$ cat src/hdl/tcw_pkg.sv
package tcw_pkg;

	localparam int CODE_W = 8;
	localparam int ATTR_W = 8;
	localparam int CELL_W = 16;
	localparam int IDX_W  = 11;
	localparam int POS_W  = 11;

	localparam logic [CODE_W-1:0] CH_BS    = 8'h08;
	localparam logic [CODE_W-1:0] CH_TAB   = 8'h09;
	localparam logic [CODE_W-1:0] CH_LF    = 8'h0A;
	localparam logic [CODE_W-1:0] CH_CR    = 8'h0D;
	localparam logic [CODE_W-1:0] CH_SPACE = 8'h20;

	localparam logic [ATTR_W-1:0] RESET_ATTR = 8'h0F;
	localparam logic [CELL_W-1:0] RESET_CELL = {RESET_ATTR, CH_SPACE};

	typedef enum logic [1:0] {
		CMD_PUT   = 2'd0,
		CMD_CLEAR = 2'd1,
		CMD_READ  = 2'd2
	} cmd_t;

	typedef enum logic [2:0] {
		ST_INIT,
		ST_IDLE,
		ST_SCROLL,
		ST_FILL,
		ST_FINISH
	} state_t;

	typedef enum logic [1:0] {
		SW_INIT,
		SW_FILL,
		SW_SCROLL
	} sweep_mode_t;

	typedef struct packed {
		logic [1:0]        cmd;
		logic [CODE_W-1:0] char_code;
		logic [IDX_W-1:0]  cell_index;
	} req_t;

	typedef struct packed {
		logic [POS_W-1:0]  cursor_pos;
		logic [CELL_W-1:0] cell_data;
	} rsp_t;

	// controller to datapath
	typedef struct packed {
		logic        accept;
		logic        sweep_load;
		logic        sweep_step;
		sweep_mode_t mode;
		logic        load_rsp;
	} ctl_t;

	// datapath to controller
	typedef struct packed {
		logic scroll_req;
		logic sweep_last;
		logic rsp_free;
	} sts_t;

endpackage

$ cat src/hdl/tcw_ctrl.sv
module tcw_ctrl (
	input  logic          clk,
	input  logic          arst_n,
	input  logic          req_valid,
	output logic          req_ready,
	input  logic [1:0]    req_cmd,
	input  tcw_pkg::sts_t sts,
	output tcw_pkg::ctl_t ctl
);

	import tcw_pkg::*;

	state_t state_q;
	state_t state_n;

	always_ff @(posedge clk or negedge arst_n) begin
		if (!arst_n) begin
			state_q <= ST_INIT;
		end else begin
			state_q <= state_n;
		end
	end

	always_comb begin
		state_n   = state_q;
		req_ready = 1'b0;
		ctl       = '0;
		ctl.mode  = SW_INIT;
		case (state_q)
			ST_INIT: begin
				ctl.sweep_step = 1'b1;
				ctl.mode       = SW_INIT;
				if (sts.sweep_last) begin
					state_n = ST_IDLE;
				end
			end
			ST_IDLE: begin
				req_ready = 1'b1;
				if (req_valid) begin
					ctl.accept = 1'b1;
					case (cmd_t'(req_cmd))
						CMD_PUT: begin
							if (sts.scroll_req) begin
								ctl.sweep_load = 1'b1;
								ctl.mode       = SW_SCROLL;
								state_n        = ST_SCROLL;
							end else begin
								state_n = ST_FINISH;
							end
						end
						CMD_CLEAR: begin
							ctl.sweep_load = 1'b1;
							ctl.mode       = SW_FILL;
							state_n        = ST_FILL;
						end
						default: begin
							state_n = ST_FINISH;
						end
					endcase
				end
			end
			ST_SCROLL: begin
				ctl.sweep_step = 1'b1;
				ctl.mode       = SW_SCROLL;
				if (sts.sweep_last) begin
					state_n = ST_FINISH;
				end
			end
			ST_FILL: begin
				ctl.sweep_step = 1'b1;
				ctl.mode       = SW_FILL;
				if (sts.sweep_last) begin
					state_n = ST_FINISH;
				end
			end
			ST_FINISH: begin
				if (sts.rsp_free) begin
					ctl.load_rsp = 1'b1;
					state_n      = ST_IDLE;
				end
			end
			default: begin
				state_n = ST_INIT;
			end
		endcase
	end

endmodule

$ cat config.mk
export PLATFORM = sky130hd
export DESIGN_NAME = tcw_ctrl
export DESIGN_NICKNAME = d
export VERILOG_FILES = /design/src/hdl/tcw_pkg.sv /design/src/hdl/tcw_ctrl.sv
export SDC_FILE = /design/constraint.sdc
export NUM_CORES = 1
export LEC_CHECK = 0
export BUFFER_PORTS_ARGS = -buffer_cell sky130_fd_sc_hd__buf_4
export CAP_MARGIN = 10
export CELL_PAD_IN_SITES_DETAIL_PLACEMENT = 2
export CELL_PAD_IN_SITES_GLOBAL_PLACEMENT = 2
export CORE_AREA = 2 2 39 41
export CTS_BUF_LIST = sky130_fd_sc_hd__clkbuf_2 sky130_fd_sc_hd__clkbuf_4 sky130_fd_sc_hd__clkbuf_8
export CTS_CLUSTER_DIAMETER = 30
export CTS_CLUSTER_SIZE = 28
export DETAILED_ROUTE_END_ITERATION = 7
export DIE_AREA = 0 0 41 43
export PLACE_DENSITY = 0.78
export SLEW_MARGIN = 20
export SYNTH_ARGS = -nofsm -noshare
export SYNTH_HDL_FRONTEND = slang
export SYNTH_SLANG_ARGS = --single-unit
$ cat constraint.sdc
create_clock -name clk -period 2.7 [get_ports clk]
set_input_delay 0.54 -clock clk [delete_from_list [all_inputs] [get_ports clk]]
set_output_delay 0.54 -clock clk [all_outputs]
set_load 0.05 [all_outputs]
==> qor.yml <==
clock_network:
  clk_pin_slew_ns: 0.04
  clkLatencyLatePin_ns: 0.23
  cts_buffers: 3
  clk_path_buf_depth: 2
  cts_tree: "built"
  post_cts_resized: 0
  cts.sinks: 3
  htree_levels: 1
  postCtsHoldBufs: 0
  cts-root-buf: "clkbuf_4"
  cts_setup_buffers: 0
synthesis:
  synth_xor_area_share_pct: 0
  synth_area_per_cell_sq_um: 8.50
  synth-adder-area-share_pct: 0
  synth_ff_type: "dfrtp_1"
  async_flop_share_pct: 100
  synth_compound_area_share_pct: 19.8
  synthCells: 29
  ys_ff_latch: 3
  syn_area_sq_um: 246
  synthSimpleGateAreaFrac_pct: 46.7
  synth_cell_types: 17
  synth_top_family_by_area: "simple AND/OR/NAND/NOR gates"
  yosysWarnings: 0
  synthesis.nets: 37
  yosysSeqAreaShare_pct: 30.5
  synth_edf_count: 0
  synth.area.mux_share_pct: 0
placed_design:
  pre_cts_slack_ns: 0.833
  port-buffer-count: 14
  place_congestion: 0.652
  placedCellCount: 59
finish:
  largest_register_ffs: 3
  fin_nets: 56
  final_cell_mix: "buf_4, nand2b_1, clkbuf_4"
  largest-register: "state_q"
  antenna_cells: 0
  fin_cells: 63
  layout-area-overhead-vs-synth_pct: 62.9
  top_regs: "state_q x3"
  fillers: 161
  drive_gt1_share_pct: 44.7
  layout_commonest_cell: "buf_4"
pwr:
  ir_worst_vdd_mv: 0.286
  p_leak_nw: 0.200
  power_density_nw_per_um2: 1210
  pwr-share-clk_pct: 18.4
  sequentialPowerShare_pct: 19.8
  net-switching-power_mw: 0.251
  power_mw: 0.486
  combPwrFrac_pct: 61.8
  internal_power_mw: 0.234
  power.share.switching_pct: 51.7
sta:
  fin_skew_ns: 0.00211
  setup_ws_ns: 0.730
  setup_violations: 0
  slew_headroom_pct: 83.1
  slew_violations: 0
  holdWs_ns: 0.0859
  max_slew.worst_pin.slew_ns: 0.253
  setup_tns_ns: 0
  fmax_mhz: 508
  fin_crit_ns: 1.97
  hold_viol_final: 0
  grt_setup_unrepaired: "false"
  fin_crit_sh_pct: 73.0
floorplan:
  fp.dieH_um: 43
  io_pins: 15
  start_util_pct: 17.8
  core_area_sq_um: 1380
  fp.dieW_um: 41
  dieArea_sq_um: 1760
  rows: 14
global_route:
  grtUsageTotal_pct: 9.56
  antenna_found_initial: 0
  gr-total-overflow: 0
  grt_pass1_vias: 263
  grt_pass1_wl_um: 1100
  grt_start_max_net_pins: 9
worst_setup_path:
  worstSetupPathType: "register to primary output"
  r2r_cells: 2
  reg2reg_from: "state_q[1]$_DFFE_PN0P_"
  cp-end-kind: "primary output"
  setup.worst_path.start_class: "register"
  critPathArrivalTime_ns: 1.43
  crit_start: "state_q[1]$_DFFE_PN0P_"
  cp-endpoint: "ctl[2]"
  worstPathMaxFanout: 8
  r2r-end: "state_q[2]$_DFFE_PN0P_"
  cp_data_required_time_ns: 2.16
  rrSetupSlack_ns: 1.51
drt:
  vias: 276
  drc: 0
  routedWlPerCell_um: 11.0
  vias_per_cell: 4.38
  ant_nets: 0
  wl_um: 692
  drtPass1Iterations: 2
  first_iter_violations: 1
worst_hold_path:
  hold_path_class: "input pin to asynchronous set/reset pin"
status:
  status: "complete, no violations"
flow_run:
  drv_cap: 0
-- per-layer routing --
metal	routed length (um)	vias up	part of all wire [%]	track usage, %
met5	0	-	0	0
met4	0	0	0	2.00
met3	49	0	7.1	7.85
met2	305	8	44	12.2
met1	337	127	49	12.3
li1	-	141	-	-
-- synth_stat cells, types with 2 or more instances --
cell type | number | share of area, %
nand2b_1 | 5 | 13
a21oi_1 | 3 | 6.1
dfrtp_1 | 3 | 30
inv_1 | 2 | 3.0
nand2_1 | 2 | 3.0
nor2_1 | 2 | 3.0
nor2b_1 | 2 | 5.1
-- area by class of cell --
| class | count | area [sq um] | share of cell area [%] |
|---|---|---|---|
| Clock buffer | 4 | 30.0 | 7.48 |
| Tap cell | 16 | 20.0 | 4.98 |
| Multi-Input combinational cell | 24 | 164 | 40.8 |
| Inverter | 2 | 7.51 | 1.87 |
| Timing Repair Buffer | 14 | 105 | 26.2 |
| Sequential cell | 3 | 75.1 | 18.7 |
-- worst max-delay path: stages (launching register included) --
cell and delay, ns:
dfrtp_1 0.45, nor2b_1 0.25, nand4b_1 0.12, a21oi_1 0.15
buf_4 0.22
-- stage by stage --
| stage | utilization, % | area [sq um] |
|---|---|---|
| floorplan | - | 246 |
| global placement | 26.9 | 372 |
| detailed placement | 26.9 | 372 |
| CTS | 29.0 | 402 |
| global route | 29.0 | 402 |
| finish | 29.0 | 402 |
-- cell families after synthesis --
family	count (synthesis)
buf+inv	2
simple gates	17
compound gates	7
flops	3
-- power by group through the flow --
stage                     logic, mW  registers, mW  clock network (mW)
final                         0.300         0.0963              0.0892
after global placement        0.300         0.0976                   0
after global routing          0.316          0.101               0.102
after floorplan               0.222         0.0870                   0
after detailed placement      0.302         0.0970                   0
after CTS                     0.303         0.0968              0.0944
-- worst min-delay path by stage --
stage	endpoint	start	slack, ns	depth (start not counted)
after floorplan	state_q[0]$_DFFE_PN0P_	arst_n	0.24	0
after global placement	state_q[0]$_DFFE_PN0P_	arst_n	0.33	1
after detailed placement	state_q[1]$_DFFE_PN0P_	arst_n	0.33	1
after CTS	state_q[0]$_DFFE_PN0P_	arst_n	0.08	1
after global routing	state_q[0]$_DFFE_PN0P_	arst_n	0.06	1
final	state_q[0]$_DFFE_PN0P_	arst_n	0.09	1
No activity file was read; power rests on OpenSTA's default activity.
